**src/rtl/slrp_pkg.sv**
```systemverilog
// Shared types and constants for the serial display reply parser.
// Depends on nothing; imported by every module of the block.
package slrp_pkg;

    // Sentence store geometry
    localparam int SENTENCE_BYTES = 32;
    localparam int SB_W           = $clog2(SENTENCE_BYTES);
    localparam int PTR_W          = SB_W + 1;
    localparam int LEVEL_POS      = 5;

    // Byte queue between front and back
    localparam int QUEUE_DEPTH = 4;
    localparam int QUEUE_W     = $clog2(QUEUE_DEPTH);

    // Character codes
    localparam logic [7:0] CH_X      = 8'h78;
    localparam logic [7:0] CH_L      = 8'h6C;
    localparam logic [7:0] CH_S      = 8'h73;
    localparam logic [7:0] CH_BANG   = 8'h21;
    localparam logic [7:0] CH_CARET  = 8'h5E;
    localparam logic [7:0] CH_QUEST  = 8'h3F;
    localparam logic [7:0] CH_XON    = 8'h11;
    localparam logic [7:0] CH_XOFF   = 8'h13;
    localparam logic [7:0] CH_SPACE  = 8'h20;
    localparam logic [7:0] CH_TAB    = 8'h09;
    localparam logic [7:0] CH_CR     = 8'h0D;
    localparam logic [7:0] CH_PLUS   = 8'h2B;
    localparam logic [7:0] CH_MINUS  = 8'h2D;
    localparam logic [7:0] CH_ZERO   = 8'h30;
    localparam logic [7:0] CH_NINE   = 8'h39;

    // Numeric limits
    localparam logic [7:0]  FRAME_RESET = 8'd13;
    localparam logic [15:0] MAG_LIMIT   = 16'hFFFF;
    localparam logic [15:0] IDX_LIMIT   = 16'd255;
    localparam logic [7:0]  DIV10_MUL   = 8'd205;
    localparam int          DIV10_SHIFT = 11;

    typedef enum logic [2:0] {
        EV_NONE   = 3'd0,
        EV_MOMENT = 3'd1,
        EV_SLIDER = 3'd2,
        EV_LATCH  = 3'd3,
        EV_BAD    = 3'd4,
        EV_ERROR  = 3'd5
    } t_kind;

    typedef enum logic [1:0] {
        S_IDLE,
        S_WALK,
        S_EMIT
    } t_back_state;

    typedef enum logic [1:0] {
        PH_HEAD,
        PH_BLANK,
        PH_DIGIT
    } t_phase;

    typedef struct packed {
        logic [7:0] data;
        logic       is_frame;
    } t_slot;

    typedef struct packed {
        logic  push;
        t_slot slot;
    } t_q_wr;

    typedef struct packed {
        logic  avail;
        t_slot slot;
    } t_q_rd;

endpackage

```
**src/rtl/serial_lcd_reply_parser.sv**
```systemverilog
// Top level of the serial display reply parser.
// Depends on slrp_pkg, slrp_front, slrp_queue and slrp_back.
//
// Usage:
//   Received words enter on i_rx_byte through a queue-style port: a word is
//   taken when push is high and full is low. Results leave the same way:
//   while empty is low the oldest result sits on the o_* ports and is taken
//   when pop is high. i_frame_char is written over the cfg valid/ready
//   channel (ready is always high) and should change only while idle.
//   A four-word queue sits between the front and the back, so bytes keep
//   coming in while a sentence is decoded or a result waits to be popped.
//   An ordinary word is stored in the back end. A frame word starts a walk
//   over the 32-byte store, one byte per cycle through the registered read
//   port; the walk scans at most 33 positions, and for a slider it restarts
//   at the level position, its two scans covering at most 61 positions.
//   When pop stays low, the result is held and the back stops after the
//   next sentence; the queue then fills and full rises.
//   Synchronous reset clears the store valid bits, fill count, pause flag,
//   error count, word queue and result valid flag; frame_char returns to CR.
module serial_lcd_reply_parser (
    input  logic        i_clk,
    input  logic        i_rst_n,
    input  logic        i_cfg_valid,
    output logic        o_cfg_ready,
    input  logic [7:0]  i_frame_char,
    input  logic        push,
    output logic        full,
    input  logic [7:0]  i_rx_byte,
    output logic        empty,
    input  logic        pop,
    output logic [2:0]  o_event_kind,
    output logic [7:0]  o_button_index,
    output logic [15:0] o_button_state,
    output logic        o_flow_paused,
    output logic [15:0] o_error_count
);
    import slrp_pkg::*;

    t_q_wr q_wr;
    t_q_rd q_rd;
    logic  q_full;
    logic  q_take;
    t_kind back_kind;

    slrp_front u_front (
        .i_clk        (i_clk),
        .i_rst_n      (i_rst_n),
        .i_cfg_valid  (i_cfg_valid),
        .o_cfg_ready  (o_cfg_ready),
        .i_frame_char (i_frame_char),
        .i_push       (push),
        .o_full       (full),
        .i_rx_byte    (i_rx_byte),
        .i_q_full     (q_full),
        .o_wr         (q_wr)
    );

    slrp_queue u_queue (
        .i_clk   (i_clk),
        .i_rst_n (i_rst_n),
        .i_wr    (q_wr),
        .o_full  (q_full),
        .o_rd    (q_rd),
        .i_take  (q_take)
    );

    slrp_back u_back (
        .i_clk          (i_clk),
        .i_rst_n        (i_rst_n),
        .i_rd           (q_rd),
        .o_take         (q_take),
        .i_pop          (pop),
        .o_empty        (empty),
        .o_event_kind   (back_kind),
        .o_button_index (o_button_index),
        .o_button_state (o_button_state),
        .o_flow_paused  (o_flow_paused),
        .o_error_count  (o_error_count)
    );

    assign o_event_kind = back_kind;

endmodule

```
**src/rtl/slrp_queue.sv**
```systemverilog
// Short queue of classified words between the front and the back.
// Depends on slrp_pkg for the slot and handshake structs.
module slrp_queue (
    input  logic            i_clk,
    input  logic            i_rst_n,
    input  slrp_pkg::t_q_wr i_wr,
    output logic            o_full,
    output slrp_pkg::t_q_rd o_rd,
    input  logic            i_take
);
    import slrp_pkg::*;

    t_slot                r_slots [QUEUE_DEPTH];
    logic [QUEUE_W-1:0]   r_wr_ptr, n_wr_ptr;
    logic [QUEUE_W-1:0]   r_rd_ptr, n_rd_ptr;
    logic [QUEUE_W:0]     r_count,  n_count;
    logic                 do_wr, do_rd;

    // Qualify both sides against the fill level
    always_comb begin
        do_wr    = i_wr.push && (r_count != (QUEUE_W+1)'(QUEUE_DEPTH));
        do_rd    = i_take && (r_count != '0);
        n_wr_ptr = do_wr ? r_wr_ptr + 1'b1 : r_wr_ptr;
        n_rd_ptr = do_rd ? r_rd_ptr + 1'b1 : r_rd_ptr;
        n_count  = r_count + (QUEUE_W+1)'(do_wr) - (QUEUE_W+1)'(do_rd);
    end

    assign o_full     = (r_count == (QUEUE_W+1)'(QUEUE_DEPTH));
    assign o_rd.avail = (r_count != '0);
    assign o_rd.slot  = r_slots[r_rd_ptr];

    // Advance pointers
    always_ff @(posedge i_clk) begin
        if (!i_rst_n) begin
            r_wr_ptr <= '0;
            r_rd_ptr <= '0;
            r_count  <= '0;
        end else begin
            r_wr_ptr <= n_wr_ptr;
            r_rd_ptr <= n_rd_ptr;
            r_count  <= n_count;
        end
    end

    // Store the incoming word
    always_ff @(posedge i_clk) begin
        if (do_wr) begin
            r_slots[r_wr_ptr] <= i_wr.slot;
        end
    end

endmodule

```
**src/rtl/slrp_front.sv**
```systemverilog
// Front end: holds the frame character and tags each received word.
// Depends on slrp_pkg for the queue write struct.
module slrp_front (
    input  logic            i_clk,
    input  logic            i_rst_n,
    input  logic            i_cfg_valid,
    output logic            o_cfg_ready,
    input  logic [7:0]      i_frame_char,
    input  logic            i_push,
    output logic            o_full,
    input  logic [7:0]      i_rx_byte,
    input  logic            i_q_full,
    output slrp_pkg::t_q_wr o_wr
);
    import slrp_pkg::*;

    logic [7:0] r_frame_char, n_frame_char;

    // Take a configuration write at any time
    always_comb begin
        n_frame_char = i_cfg_valid ? i_frame_char : r_frame_char;
    end

    always_ff @(posedge i_clk) begin
        if (!i_rst_n) begin
            r_frame_char <= FRAME_RESET;
        end else begin
            r_frame_char <= n_frame_char;
        end
    end

    assign o_cfg_ready = 1'b1;
    assign o_full      = i_q_full;

    // Tag a frame-character word as a sentence end; push while the queue has room
    always_comb begin
        o_wr.push          = i_push && !i_q_full;
        o_wr.slot.data     = i_rx_byte;
        o_wr.slot.is_frame = (i_rx_byte == r_frame_char);
    end

endmodule

```
**src/rtl/slrp_back.sv**
```systemverilog
// Back end: sentence store, number reader walk and result register.
// Depends on slrp_pkg for constants, state enums and queue structs.
module slrp_back (
    input  logic            i_clk,
    input  logic            i_rst_n,
    input  slrp_pkg::t_q_rd i_rd,
    output logic            o_take,
    input  logic            i_pop,
    output logic            o_empty,
    output slrp_pkg::t_kind o_event_kind,
    output logic [7:0]      o_button_index,
    output logic [15:0]     o_button_state,
    output logic            o_flow_paused,
    output logic [15:0]     o_error_count
);
    import slrp_pkg::*;

    // Sentence store with a valid bit per entry
    logic [7:0]                r_mem [SENTENCE_BYTES];
    logic [SENTENCE_BYTES-1:0] r_valid, n_valid;
    logic [SB_W-1:0]           r_fill, n_fill, fill_wrap;

    // Walk control
    t_back_state r_state, n_state;
    t_phase      r_phase, n_phase;
    logic        r_second, n_second;
    logic [PTR_W-1:0] r_ptr, n_ptr;
    logic        r_rd_ok, n_rd_ok;
    logic [7:0]  r_rd_data;
    logic        r_rd_hit;
    logic        rd_hit_c;
    logic [SB_W-1:0] rd_idx;
    logic        wr_en, rd_en;

    // Decode working registers
    logic [7:0]  r_head, n_head;
    logic [15:0] r_mag,  n_mag;
    logic        r_neg,  n_neg;
    t_kind       r_kind, n_kind;
    logic [7:0]  r_idx,  n_idx;
    logic [15:0] r_st,   n_st;
    logic        r_pause, n_pause;
    logic [15:0] r_tally, n_tally;

    // Result register
    logic        r_ovalid, n_ovalid;
    t_kind       r_o_kind, n_o_kind;
    logic [7:0]  r_o_idx, n_o_idx;
    logic [15:0] r_o_st, n_o_st;
    logic        r_o_pause, n_o_pause;
    logic [15:0] r_o_tally, n_o_tally;
    logic        load_out;

    // Datapath helpers
    logic [7:0]  c;
    logic        is_blank, is_digit, is_sign, finish, bad;
    logic [3:0]  digit;
    logic [19:0] mag_x10;
    logic [15:0] mag_acc;
    logic [15:0] q_prod;
    logic [7:0]  idx_x10;
    logic [7:0]  latch_st;

    assign c        = r_rd_hit ? r_rd_data : 8'd0;
    assign is_blank = (c == CH_SPACE) || (c >= CH_TAB && c <= CH_CR);
    assign is_digit = (c >= CH_ZERO) && (c <= CH_NINE);
    assign is_sign  = (c == CH_PLUS) || (c == CH_MINUS);
    assign digit    = 4'(c - CH_ZERO);
    assign mag_x10  = ({4'd0, r_mag} << 3) + ({4'd0, r_mag} << 1) + {16'd0, digit};
    assign mag_acc  = (mag_x10 > {4'd0, MAG_LIMIT}) ? MAG_LIMIT : mag_x10[15:0];
    assign bad      = (r_mag > IDX_LIMIT) || (r_neg && r_mag != 16'd0);
    assign q_prod   = {8'd0, r_mag[7:0]} * {8'd0, DIV10_MUL};
    assign idx_x10  = (r_idx << 3) + (r_idx << 1);
    assign latch_st = r_mag[7:0] - idx_x10;
    assign fill_wrap = (r_fill == SB_W'(SENTENCE_BYTES - 1)) ? '0 : r_fill + 1'b1;
    assign rd_idx   = r_ptr[SB_W-1:0];
    assign rd_hit_c = (r_ptr < PTR_W'(SENTENCE_BYTES)) && r_valid[rd_idx];

    // Next state, walk and result logic
    always_comb begin
        n_state   = r_state;
        n_phase   = r_phase;
        n_second  = r_second;
        n_ptr     = r_ptr;
        n_rd_ok   = r_rd_ok;
        n_fill    = r_fill;
        n_valid   = r_valid;
        n_head    = r_head;
        n_mag     = r_mag;
        n_neg     = r_neg;
        n_kind    = r_kind;
        n_idx     = r_idx;
        n_st      = r_st;
        n_pause   = r_pause;
        n_tally   = r_tally;
        n_ovalid  = r_ovalid && !i_pop;
        n_o_kind  = r_o_kind;
        n_o_idx   = r_o_idx;
        n_o_st    = r_o_st;
        n_o_pause = r_o_pause;
        n_o_tally = r_o_tally;
        o_take    = 1'b0;
        wr_en     = 1'b0;
        rd_en     = 1'b0;
        finish    = 1'b0;
        load_out  = 1'b0;

        unique case (r_state)
            S_IDLE: begin
                // Store one word; a sentence end starts the walk
                if (i_rd.avail) begin
                    o_take           = 1'b1;
                    wr_en            = 1'b1;
                    n_valid[r_fill]  = 1'b1;
                    n_fill           = fill_wrap;
                    if (i_rd.slot.is_frame) begin
                        n_valid[fill_wrap]          = 1'b0;
                        n_valid[SENTENCE_BYTES-1]   = 1'b0;
                        n_fill   = '0;
                        n_state  = S_WALK;
                        n_ptr    = '0;
                        n_rd_ok  = 1'b0;
                        n_phase  = PH_HEAD;
                        n_second = 1'b0;
                    end
                end
            end
            S_WALK: begin
                rd_en   = 1'b1;
                n_ptr   = r_ptr + 1'b1;
                n_rd_ok = 1'b1;
                if (r_rd_ok) begin
                    unique case (r_phase)
                        PH_HEAD: begin
                            n_head = c;
                            n_mag  = '0;
                            n_neg  = 1'b0;
                            if (c == CH_X || c == CH_L || c == CH_S) begin
                                n_phase = PH_BLANK;
                            end else begin
                                n_kind  = (c == CH_BANG || c == CH_CARET || c == CH_QUEST)
                                          ? EV_ERROR : EV_NONE;
                                n_idx   = '0;
                                n_st    = '0;
                                n_state = S_EMIT;
                            end
                        end
                        PH_BLANK: begin
                            priority if (is_blank) begin
                                n_phase = PH_BLANK;
                            end else if (is_sign) begin
                                n_neg   = (c == CH_MINUS);
                                n_phase = PH_DIGIT;
                            end else if (is_digit) begin
                                n_mag   = mag_acc;
                                n_phase = PH_DIGIT;
                            end else begin
                                finish = 1'b1;
                            end
                        end
                        PH_DIGIT: begin
                            if (is_digit) begin
                                n_mag = mag_acc;
                            end else begin
                                finish = 1'b1;
                            end
                        end
                        default: begin
                            n_phase = PH_HEAD;
                        end
                    endcase
                end

                // Number complete: settle the result or restart for the level
                if (finish) begin
                    priority if (r_second) begin
                        n_st    = r_neg ? 16'd0 : r_mag;
                        n_state = S_EMIT;
                    end else if (bad) begin
                        n_kind  = EV_BAD;
                        n_idx   = '0;
                        n_st    = '0;
                        n_state = S_EMIT;
                    end else if (r_head == CH_X) begin
                        n_kind  = EV_MOMENT;
                        n_idx   = r_mag[7:0];
                        n_st    = '0;
                        n_state = S_EMIT;
                    end else if (r_head == CH_L) begin
                        n_kind   = EV_SLIDER;
                        n_idx    = r_mag[7:0];
                        n_second = 1'b1;
                        n_ptr    = PTR_W'(LEVEL_POS);
                        n_rd_ok  = 1'b0;
                        n_phase  = PH_BLANK;
                        n_mag    = '0;
                        n_neg    = 1'b0;
                    end else begin
                        n_kind  = EV_LATCH;
                        n_idx   = 8'(q_prod[15:DIV10_SHIFT]);
                        n_state = S_EMIT;
                    end
                end
            end
            S_EMIT: begin
                // Commit flags and load the result once the register frees up
                if (!r_ovalid || i_pop) begin
                    load_out = 1'b1;
                    n_state  = S_IDLE;
                    if (r_head == CH_XON) begin
                        n_pause = 1'b0;
                    end else if (r_head == CH_XOFF) begin
                        n_pause = 1'b1;
                    end
                    if (r_kind == EV_ERROR && r_tally != MAG_LIMIT) begin
                        n_tally = r_tally + 1'b1;
                    end
                    n_ovalid  = 1'b1;
                    n_o_kind  = r_kind;
                    n_o_idx   = r_idx;
                    n_o_st    = (r_kind == EV_LATCH) ? {8'd0, latch_st} : r_st;
                    n_o_pause = n_pause;
                    n_o_tally = n_tally;
                end
            end
            default: begin
                n_state = S_IDLE;
            end
        endcase
    end

    // Control registers
    always_ff @(posedge i_clk) begin
        if (!i_rst_n) begin
            r_state  <= S_IDLE;
            r_phase  <= PH_HEAD;
            r_second <= 1'b0;
            r_ptr    <= '0;
            r_rd_ok  <= 1'b0;
            r_fill   <= '0;
            r_valid  <= '0;
            r_pause  <= 1'b0;
            r_tally  <= '0;
            r_ovalid <= 1'b0;
        end else begin
            r_state  <= n_state;
            r_phase  <= n_phase;
            r_second <= n_second;
            r_ptr    <= n_ptr;
            r_rd_ok  <= n_rd_ok;
            r_fill   <= n_fill;
            r_valid  <= n_valid;
            r_pause  <= n_pause;
            r_tally  <= n_tally;
            r_ovalid <= n_ovalid;
        end
    end

    // Payload registers
    always_ff @(posedge i_clk) begin
        r_head <= n_head;
        r_mag  <= n_mag;
        r_neg  <= n_neg;
        r_kind <= n_kind;
        r_idx  <= n_idx;
        r_st   <= n_st;
        if (load_out) begin
            r_o_kind  <= n_o_kind;
            r_o_idx   <= n_o_idx;
            r_o_st    <= n_o_st;
            r_o_pause <= n_o_pause;
            r_o_tally <= n_o_tally;
        end
    end

    // Sentence store: one write port, one registered read port
    always_ff @(posedge i_clk) begin
        if (wr_en) begin
            r_mem[r_fill] <= i_rd.slot.data;
        end
        if (rd_en) begin
            r_rd_data <= r_mem[rd_idx];
            r_rd_hit  <= rd_hit_c;
        end
    end

    assign o_empty        = !r_ovalid;
    assign o_event_kind   = r_o_kind;
    assign o_button_index = r_o_idx;
    assign o_button_state = r_o_st;
    assign o_flow_paused  = r_o_pause;
    assign o_error_count  = r_o_tally;

endmodule

```
**config.mk**
```make
export PLATFORM = sky130hd
export DESIGN_NAME = serial_lcd_reply_parser
export DESIGN_NICKNAME = d
export VERILOG_FILES = /design/src/rtl/slrp_pkg.sv /design/src/rtl/serial_lcd_reply_parser.sv /design/src/rtl/slrp_queue.sv /design/src/rtl/slrp_front.sv /design/src/rtl/slrp_back.sv
export SDC_FILE = /design/constraint.sdc
export NUM_CORES = 1
export LEC_CHECK = 0
export ABC_AREA = 1
export ABC_CLOCK_PERIOD_IN_PS = 6100
export BUFFER_PORTS_ARGS = -buffer_cell sky130_fd_sc_hd__buf_2
export CAP_MARGIN = 20
export CELL_PAD_IN_SITES_DETAIL_PLACEMENT = 0
export CELL_PAD_IN_SITES_GLOBAL_PLACEMENT = 1
export CORE_ASPECT_RATIO = 1.4
export CORE_MARGIN = 4
export CORE_UTILIZATION = 54
export CTS_CLUSTER_SIZE = 8
export DETAILED_ROUTE_END_ITERATION = 10
export GPL_TIMING_DRIVEN = 0
export PLACE_DENSITY_LB_ADDON = 0.1
export SYNTH_ARGS = -nofsm -noshare
export SYNTH_HDL_FRONTEND = slang
export SYNTH_SLANG_ARGS = --single-unit
```
**constraint.sdc**
```tcl
create_clock -name i_clk -period 6.1 [get_ports i_clk]
set_input_delay 0.61 -clock i_clk [delete_from_list [all_inputs] [get_ports i_clk]]
set_output_delay 0.61 -clock i_clk [all_outputs]
set_load 0.01 [all_outputs]
```
==> metrics, run 1 <==
status=finished clean; vias in the first global route=17400; Iteration-0 DRC Markers=1521; fin crit period=4.31 ns; # hold bufs at CTS=0; Clock Tree Root=clkbuf_16; WL/cell=21.8 um; Nets=2595; top cells by area, synth=edfxtp_1 51%, dfxtp_1 7.2%, ha_1 5.3%; fmax=232 MHz; Critical Path Start Type=flip-flop; cts bufs inserted=70; Clock Power Share=25.3%; crit path to=u_back.r_idx[3]; top cell type's share of synthesized area=50.8%; # IOs=68; share of cells above drive strength 1=10.9%; gr ovfl total=0; # DRC=0; post-CTS sizing=0; Setup Buffers After CTS=0; grt met3 use=4.15%; H-tree Lvls=3; CTS sink cnt=481; cells after synthesis=2287; RSZ-0062 raised after global routing=false; crit path from=u_back.r_mag[4]; pin count of the biggest net entering global routing=63; Detailed Place HPWL=46900 um; final WL=66300 um; CTS tree=done; die area=46900 um^2; logic gate share of total power=41.8%; Mapped Nets=2426; Port Buffers=65; Net Sw Frac=40.1%; HP Class=in2reg; # rows=90; met1 Track Usage GR=31.9%; Pre-antenna DRT Iters=5; final hold vios=0; Synth Warn #=0; total track usage=27.7%; Max Slew Vio Count=0; antenna-violating nets left=0; r2r worst-path depth=16; Slew HR=18.3%; Synth area leader=edfxtp_1; Core Area=43000 um^2; VDD IR max=0.000434 V; Sequential Power Share=32.9%; Pint=8530 uW; Vias/cell=5.88; Synth Cell Area=23500 um^2; endpoints failing setup=0; vias=17900; PD cells=528 nW/um^2; RePlAce Congestion=0.887; Critical Path RT=6.45 ns; met2 usage=48.9%; Place WS=1.78 ns; Worst Path Arrival=4.66 ns; initial antenna violation count=0; CP endpoint kind=flip-flop; slack of the critical path=1.79 ns; reg2reg end=u_back.r_idx[3]; Sw Pwr=5720 uW; Clock Latency Late Sink=0.60 ns; antenna cells=0; syn_area_per_cell=10.3 um^2; Final Cycle Share=70.6%; Setup Skew=0.0208 ns; Max-cap violations=0; Worst Max-Slew Pin Slew=1.22 ns; critical path type=reg2reg; Top Usage Layer GRT=met2; Synth Register Bits=481; global-route wire length before repair=99100 um; worst reg-to-reg setup slack=1.79 ns; Crit Path Max Fanout=9; Initial Utilization=54.6%; clock-pin slew on the worst setup and hold paths=0.06 ns; clock buffer depth=3; Fin Setup TNS=0 ns; Die Span X=184 um; Leak=0.0106 uW; Die H=255 um; sequential area share after synthesis=58.0%; launching point of the worst reg2reg path=u_back.r_mag[4]; library cells used by synthesis=52; P&R area growth vs syn=15.0%
[layout make-up]
cell class                      instances  area [um^2]
Inverter                              254          960
Clock inverter                          9          175
Clock buffer                          100         1860
Buffer                                 92          398
Timing Repair Buffer                   97          708
Fill cell                            3530        16000
Tap cell                              552          691
Multi-Input combinational cell       1460         8590
Sequential cell                       481        13600
[cell families (layout without fill, tap and decap cells)]
kind of cell,after synthesis,after routing,synth area share [%]
buffers and inverters,346,552,5.77
adders and majority gates,118,118,6.87
DFF,481,481,58.0
and+or+nand+nor,826,826,15.1
xor gates and xnor gates,47,47,1.75
AOI/OAI and AO/OA,468,468,12.5
other,1,1,0.0160
[state kept, by name, indices dropped and copies added, names as in the netlist, 5 cells and up, named ones only]
signal,cells
u_back.o_button_index,8
u_back.o_button_state,16
u_back.o_error_count,16
u_back.r_fill,5
u_back.r_head,8
u_back.r_idx,8
u_back.r_mag,16
u_back.r_mem,256
u_back.r_ptr,6
u_back.r_rd_data,8
u_back.r_st,16
u_back.r_tally,16
u_back.r_valid,32
u_front.r_frame_char,8
u_queue.r_slots,36
[how the worst min path moves through the flow]
stage / from / endpoint / cells after the start
floorplan: u_back.r_idx[7] / u_back.o_button_index[7] / 0
global placement: u_back.r_idx[7] / u_back.o_button_index[7] / 0
detailed placement: u_back.r_idx[7] / u_back.o_button_index[7] / 0
CTS: i_frame_char[0] / u_front.r_frame_char[0] / 3
global route: i_frame_char[0] / u_front.r_frame_char[0] / 3
finish: i_frame_char[0] / u_front.r_frame_char[0] / 3
[power groups by stage]
stage | clock, uW | sequential, uW | combinational [uW]
2_1_floorplan | 0 | 4670 | 4020
3_3_place_gp | 0 | 4810 | 5600
3_5_place_dp | 0 | 4750 | 5910
4_1_cts | 3640 | 4690 | 5940
5_1_grt | 3790 | 4720 | 6690
6_report | 3600 | 4690 | 5960
[cells in the mapped netlist (all sizes together)]
| master | count |
|---|---|
| a31o | 1 |
| xnor2 | 17 |
| o21ai | 237 |
| a221oi | 1 |
| fa | 18 |
| a31oi | 15 |
| clkinv | 6 |
| nor4 | 5 |
| or4 | 1 |
| nor2 | 328 |
| and2 | 2 |
| a32oi | 7 |
| edfxtp | 397 |
| a21o | 1 |
| o22ai | 47 |
| ha | 100 |
| o21bai | 3 |
| a211oi | 3 |
| dfxtp | 84 |
| and3 | 3 |
| inv | 248 |
| nand2 | 312 |
| clkbuf | 81 |
| xor2 | 30 |
| nand4 | 20 |
| a21oi | 68 |
| nor3 | 19 |
| or2 | 2 |
| o211a | 1 |
| buf | 11 |
| conb | 1 |
| nand3b | 11 |
| o221ai | 53 |
| nand3 | 123 |
| o221a | 31 |
[through the flow]
step	hold slack (ns)	std cells	area [um^2]	power (uW)	utilization, %
floorplan	0.427	2287	23500	8690	-
global placement	0.446	2904	24500	10400	56.9
detailed placement	0.437	2930	24900	10700	57.9
CTS	0.220	3039	26900	14300	62.6
global route	0.248	3045	27000	15200	62.7
finish	0.240	3045	27000	14300	62.7
[layout by cell type, fill, tap and decap left out, drive strengths merged]
cell type,n
buf,106
a21oi,68
a211oi,3
fa,18
a221oi,1
nand3b,11
clkbuf,183
o21bai,3
xnor2,17
dfxtp,84
and3,3
ha,100
nor2,328
nand2,312
clkinv,11
edfxtp,397
a21o,1
o221ai,53
bufinv,1
a32oi,7
and2,2
or4,1
or2,2
nor4,5
a31o,1
o22ai,47
o211a,1
xor2,30
o21ai,237
nand3,123
a31oi,15
nor3,19
conb,1
nand4,20
o221a,31
inv,251
[worst max-delay path: stages, from the launching register on]
cell      delay [ns]
edfxtp_1        0.67
inv_1           0.30
ha_1            0.41
ha_1            0.29
inv_1           0.05
fa_1            0.52
fa_1            0.56
inv_1           0.04
ha_1            0.31
a21oi_1         0.25
o21ai_0         0.12
nand2_1         0.07
nand3_1         0.10
xnor2_1         0.17
nand2_1         0.07
nand3_1         0.08
nand2_1         0.05
[per-layer routing]
| layer | wire (um) | vias to the layer above |
|---|---|---|
| li1 | - | 8360 |
| met1 | 23800 | 8597 |
| met2 | 33900 | 764 |
| met3 | 4680 | 198 |
| met4 | 3950 | 0 |
| met5 | 0 | - |
No activity file was read; power rests on OpenSTA's default activity.
==> run 2: changes to the inputs <==
--- a/config.mk
+++ b/config.mk
@@ -6,14 +6,14 @@
 export NUM_CORES = 1
 export LEC_CHECK = 0
 export ABC_AREA = 1
-export ABC_CLOCK_PERIOD_IN_PS = 6100
+export ABC_CLOCK_PERIOD_IN_PS = 3720
 export BUFFER_PORTS_ARGS = -buffer_cell sky130_fd_sc_hd__buf_2
 export CAP_MARGIN = 20
 export CELL_PAD_IN_SITES_DETAIL_PLACEMENT = 0
 export CELL_PAD_IN_SITES_GLOBAL_PLACEMENT = 1
 export CORE_ASPECT_RATIO = 1.4
 export CORE_MARGIN = 4
-export CORE_UTILIZATION = 54
+export CORE_UTILIZATION = 45
 export CTS_CLUSTER_SIZE = 8
 export DETAILED_ROUTE_END_ITERATION = 10
 export GPL_TIMING_DRIVEN = 0
==> constraint.sdc (replaced) <==
create_clock -name i_clk -period 3.72 [get_ports i_clk]
set_input_delay 0.372 -clock i_clk [delete_from_list [all_inputs] [get_ports i_clk]]
set_output_delay 0.372 -clock i_clk [all_outputs]
set_load 0.01 [all_outputs]
==> run 2 against run 1 <==
Effect of this change:
- the run now ends with setup timing left
- die area rose by 19%
- sequential cell count unchanged
- first-iteration DRC count down 11%
- sequential power grew 62%
- critical path depth unchanged
- register-to-register slack worse by 1.8 ns
- non-clock buffer count rose by 48
- critical endpoint unchanged
- largest cell class unchanged
- highest routed layer unchanged
==> metrics, run 2 (synthesis results as in run 1) <==
Overall Power=25300 uW (+77%); antenna cells=0 (unchanged); endpoints failing setup=1 (+1); # rows=98 (+8.9%); fmax=265 MHz (+14%); clock-pin slew on the worst setup and hold paths=0.05 ns (about the same); Die H=278 um (+9.2%); Worst Path Arrival=4.11 ns (-0.55 ns); crit-path cells=ha_4 -> inv_2 -> fa_1 -> fa_1 -> inv_2 -> fa_1 -> ha_4 -> buf_4 -> nand2_4 -> o21ai_2 -> nand2_1 -> nand3_2 -> xnor2_2 -> nand2_1 -> nand3_2 -> nand2_1; Initial Utilization=45.7% (-8.9 points); Crit Path Max Fanout=5 (-4); Iteration-0 DRC Markers=1352 (-11%); clock buffer depth=3 (unchanged); RSZ-0062 raised after global routing=true; status=complete, but fails checks; CP endpoint kind=flip-flop; hold_ws=0.0344 ns (-0.206 ns); HP Class=in2reg; final WL=70800 um (+6.8%); P&R area growth vs syn=18.2%; fin crit period=3.77 ns (-0.532 ns); Max-cap violations=0 (unchanged); slack of the critical path=-0.0532 ns (-1.85 ns); gr ovfl total=0 (unchanged); Largest regs=u_back.r_mem x256, u_queue.r_slots x36, u_back.r_valid x32; slowest stage cell, crit path=edfxtp_1; dpl cells=3035 (+3.6%); vias in the first global route=17600 (+1.1%); final hold vios=0 (unchanged); # IOs=68 (unchanged); Nets=2643 (+1.8%); pin count of the biggest net entering global routing=63 (unchanged); critical path type=reg2reg; placement-stage cell area=25100 um^2 (+0.77%); Worst Max-Slew Pin Slew=1.20 ns (-0.0206 ns); Vias/cell=5.65 (-4.0%); Max Slew Vio Count=0 (unchanged); WL/cell=22.2 um (+2.0%); H-tree Lvls=3 (unchanged); PD cells=911 nW/um^2 (+72%); Pre-antenna DRT Iters=5 (unchanged); Slew HR=19.6% (+1.4 points); CTS tree=done; die area=55900 um^2 (+19%); Setup Skew=0.0208 ns (+0.0000312 ns); Fin Setup TNS=-0.0532 ns (-0.0532 ns); number of flip-flops in the largest register=256 (unchanged); failing checks=setup timing; Detailed Place HPWL=50000 um (+6.5%); Finished Layout Cells=3187 (+4.7%); global-route wire length before repair=105000 um (+6.3%); share of cells above drive strength 1=14.3% (+3.4 points); Critical Path Start Type=flip-flop; Design Area, Final=27700 um^2 (+2.8%); initial antenna violation count=0 (unchanged); Clock Tree Root=clkbuf_16; RePlAce Congestion=0.888 (+0.17%); VDD IR max=0.000811 V (+87%); Die Span X=201 um (+9.1%); antenna-violating nets left=0 (unchanged); most frequent cells in the layout=397 x edfxtp_1, 317 x nor2_1, 296 x nand2_1; # DRC=0 (unchanged); Top delay family on crit path=adder cells; most common cell after layout, fill and taps aside=edfxtp_1; Clock Latency Late Sink=0.59 ns (about the same); vias=18000 (+0.44%); Port Buffers=65 (unchanged); Final Cycle Share=101% (+31 points); Bufs and invs on worst path=3 (unchanged); Critical Path RT=4.06 ns (-2.39 ns); Top reg by flops=u_back.r_mem; cts bufs inserted=70 (unchanged); Leak=0.0109 uW (+2.2%); CTS sink cnt=481 (unchanged); total track usage=24.5% (-3.2 points); Core Area=51400 um^2 (+19%); CP peak stage delay=0.53 ns (-0.14 ns)
-- run 2: area by class of cell --
class	instances	area [um^2]
buffer	92	398
clock buffer	100	1910
clock inverter	5	57.6
fill	4573	23600
inverter	254	975
multi-input combinational	1460	8890
sequential	481	13600
tap	650	813
timing repair buffer	145	1100
-- run 2: layer usage --
metal | track usage (%) | wire length, um | part of all wire, % | vias to the layer above
li1 | - | - | - | 8458
met1 | 27.9 | 26400 | 37 | 8762
met2 | 46.2 | 38100 | 54 | 606
met3 | 3.31 | 3510 | 5.0 | 171
met4 | 9.91 | 2800 | 4.0 | 0
met5 | 0 | 0 | 0 | -
-- run 2: path summary, 6_finish.rpt --
check | endpoint | slack (ns) | start | cells after the start
hold reg to reg | u_back.o_button_index[7] | 0.47 | u_back.r_idx[7] | 0
hold / removal | u_front.r_frame_char[7] | 0.03 | i_frame_char[7] | 3
setup reg to reg | u_back.r_idx[3] | -0.05 | u_back.r_mag[1] | 16
setup / recovery | u_back.r_idx[3] | -0.05 | u_back.r_mag[1] | 16
-- run 2: tightest hold or removal path, stage by stage --
cell    delay (ns)
buf_2         0.08
nor2_1        0.05
nor2_1        0.08
-- run 2: timing repair --
item                                    in CTS  in global routing
pin swaps                                    6                 23
endpoints found under the setup margin      13                 16
cloned                                       0                  0
buffers inserted                            19                 17
gates resized for setup                     32                 36
hold buffers                                 5                  0
hold endpoints to repair                     5                  0
-- run 2: stage by stage --
stage	setup slack, ns	util [%]
floorplan	0.0389	-
global placement	-0.882	47.9
detailed placement	-0.578	48.8
CTS	-0.0373	53.3
global route	-0.117	54.0
finish	-0.0532	54.0
-- run 2: power breakdown --
group | switching [uW] | internal (uW) | leakage (uW) | total, uW
Clock | 2250 | 3510 | 0.000946 | 5760
Sequential | 362 | 7240 | 0.00428 | 7600
Combinational | 7580 | 4320 | 0.00565 | 11900
==> run 3: changes to the inputs <==
--- a/config.mk
+++ b/config.mk
@@ -6,14 +6,13 @@
 export NUM_CORES = 1
 export LEC_CHECK = 0
 export ABC_AREA = 1
-export ABC_CLOCK_PERIOD_IN_PS = 3720
+export ABC_CLOCK_PERIOD_IN_PS = 3700
 export BUFFER_PORTS_ARGS = -buffer_cell sky130_fd_sc_hd__buf_2
-export CAP_MARGIN = 20
 export CELL_PAD_IN_SITES_DETAIL_PLACEMENT = 0
 export CELL_PAD_IN_SITES_GLOBAL_PLACEMENT = 1
 export CORE_ASPECT_RATIO = 1.4
 export CORE_MARGIN = 4
-export CORE_UTILIZATION = 45
+export CORE_UTILIZATION = 50
 export CTS_CLUSTER_SIZE = 8
 export DETAILED_ROUTE_END_ITERATION = 10
 export GPL_TIMING_DRIVEN = 0
==> constraint.sdc (replaced) <==
create_clock -name i_clk -period 3.7 [get_ports i_clk]
set_input_delay 0.37 -clock i_clk [delete_from_list [all_inputs] [get_ports i_clk]]
set_output_delay 0.37 -clock i_clk [all_outputs]
set_load 0.01 [all_outputs]
==> run 3 against run 2 <==
Effect of this change:
- non-clock buffer count fell by 39
- routed wire length decreased by 4.2%
- sequential share of layout area is 0.77 points higher
- the flow still finishes with violations (setup timing)
- global-route usage is 2.2 points higher
- largest power group unchanged
- clock power increased by 2%
- final cell count is 2.2% lower
- critical path type unchanged
- core utilization is 5.1 points higher
- register-to-register slack worse by 0.08 ns
==> metrics, run 3 (synthesis results as in run 1) <==
status=complete, but fails checks; failing checks=setup timing; worst reg-to-reg setup slack=-0.13 ns (-0.08 ns); Die H=264 um (-5.0%); antenna cells=0 (unchanged); CP endpoint kind=flip-flop; most common cell after layout, fill and taps aside=edfxtp_1; CTS sink cnt=481 (unchanged); Worst Max-Slew Pin Slew=1.44 ns (+0.243 ns); Top reg by flops=u_back.r_mem; # IOs=68 (unchanged); vias in the first global route=17900 (+1.4%); Leak=0.0106 uW (-2.2%); critical path type=reg2reg; CTS tree=done; Hold EP=u_queue.r_slots[0][1]; total track usage=26.7% (+2.2 points); Die Span X=191 um (-4.9%); Initial Utilization=50.8% (+5.1 points); hold_ws=0.0373 ns (+0.00287 ns); Detailed Place HPWL=47000 um (-6.0%); cts bufs inserted=70 (unchanged); hold path startpoint=i_rx_byte[0]; Core Area=46200 um^2 (-10%); Worst Path Arrival=4.18 ns (+0.07 ns); hold path depth=1 (-2); pin count of the biggest net entering global routing=63 (unchanged); Crit Path Max Fanout=3 (-2); share of cells above drive strength 1=12.3% (-2.0 points); RePlAce Congestion=0.903 (+1.6%); fmax=261 MHz (-1.6%); Final Core Density=59.1% (+5.1 points); Setup Skew=0.0230 ns (+0.00215 ns); Port Buffers=65 (unchanged); PD cells=915 nW/um^2 (+0.52%); global-route wire length before repair=103000 um (-2.2%); Pre-antenna DRT Iters=6 (+1); HP Class=in2reg; Overall Power=25000 uW (-1.0%); r2r worst-path depth=14 (-2); gr ovfl total=0 (unchanged); endpoints failing setup=3 (+2); Max Slew Vio Count=0 (unchanged); Clock Latency Late Sink=0.60 ns (about the same); most frequent cells in the layout=397 x edfxtp_1, 318 x nor2_1, 299 x nand2_1; routed wl met3=4200 um (+20%); Nets=2604 (-1.5%); WL/cell=21.8 um (-2.0%); fin crit period=3.83 ns (+0.0600 ns); number of flip-flops in the largest register=256 (unchanged); antenna-violating nets left=0 (unchanged); # rows=93 (-5.1%); top layer in use=met4; Critical Path Start Type=flip-flop; Largest regs=u_back.r_mem x256, u_queue.r_slots x36, u_back.r_valid x32; Slew HR=3.35% (-16 points); Clock Tree Root=clkbuf_16; clock buffer depth=3 (unchanged); VDD IR max=0.000888 V (+9.5%); H-tree Lvls=3 (unchanged); Design Area, Final=27300 um^2 (-1.6%); Iteration-0 DRC Markers=1654 (+22%); Max-cap violations=0 (unchanged); slack of the critical path=-0.133 ns (-0.0800 ns); Vias/cell=5.74 (+1.7%); initial antenna violation count=0 (unchanged); Critical Path RT=4.04 ns (-0.02 ns); Final Cycle Share=104% (+2.2 points); reg2reg end=u_back.r_idx[0]; die area=50500 um^2 (-9.7%); Finished Layout Cells=3117 (-2.2%); clock-pin slew on the worst setup and hold paths=0.06 ns (about the same); wire length on met2=34700 um (-8.7%); placement-stage cell area=24800 um^2 (-1.1%); final hold vios=0 (unchanged); # DRC=0 (unchanged); final WL=67900 um (-4.2%); dpl cells=2978 (-1.9%); RSZ-0062 raised after global routing=true; launching point of the worst reg2reg path=u_back.r_mag[6]; P&R area growth vs syn=16.4%; wire length on met1=24900 um (-5.9%); vias=17900 (-0.57%)
==> run 3: per-stage QoR <==
stage | setup WS [ns] | TNS [ns]
final | -0.133 | -0.285
after global routing | -0.272 | -0.808
after CTS | -0.127 | -0.249
after detailed placement | -0.632 | -2.60
after global placement | -0.849 | -85.38
after floorplan | 0.0189 | 0
==> run 3: layout make-up <==
| type | instances | area (um^2) |
|---|---|---|
| multi-input cells | 1460 | 8830 |
| flip-flops and latches | 481 | 13600 |
| repair buffers | 106 | 746 |
| plain buffers | 92 | 398 |
| fillers | 3925 | 18900 |
| well taps | 617 | 772 |
| clock buffers | 102 | 1910 |
| clock inverters | 5 | 82.6 |
| inverters | 254 | 966 |
==> run 3: report_power, final <==
group,internal [uW],switching (uW)
logic,4100,7370
registers,7280,360
clock network,3610,2280
total,15000,10000
==> run 3: critical path: stages (launching register included) <==
cell	delay, ns
edfxtp_1	0.49
ha_4	0.32
inv_2	0.04
fa_1	0.51
fa_1	0.53
inv_2	0.05
fa_1	0.53
ha_4	0.23
a21oi_4	0.18
o21ai_2	0.09
a31oi_1	0.18
xor2_1	0.15
nand2_1	0.11
nand3_1	0.12
nand2_1	0.05
==> run 3: how the worst max path moves through the flow <==
| stage | from | cells after the start | slack (ns) | end |
|---|---|---|---|---|
| global placement | u_back.r_state[1] | 10 | -0.85 | u_back.r_tally[11] |
| finish | u_back.r_mag[6] | 14 | -0.13 | u_back.r_idx[0] |
| detailed placement | u_back.r_mag[7] | 15 | -0.63 | u_back.r_idx[0] |
| global route | u_back.r_mag[1] | 14 | -0.27 | u_back.r_idx[0] |
| floorplan | u_back.r_mag[1] | 14 | 0.02 | u_back.r_idx[0] |
| CTS | u_back.r_mag[6] | 14 | -0.13 | u_back.r_idx[0] |
==> run 3: per-layer routing <==
layer	GRT usage, %	up-vias
li1	-	8387
met1	30.6	8526
met2	47.5	762
met3	4.07	219
met4	14.9	0
met5	0	-
==> run 3: timing repair <==
action / in CTS / in global routing
resized for setup: 34 / 12
pin swaps: 14 / 10
buffers inserted: 19 / 6
hold buffers: 7 / 0
gates cloned: 0 / 0
endpoints found under the hold margin: 7 / 0
setup endpoints to repair: 8 / 13
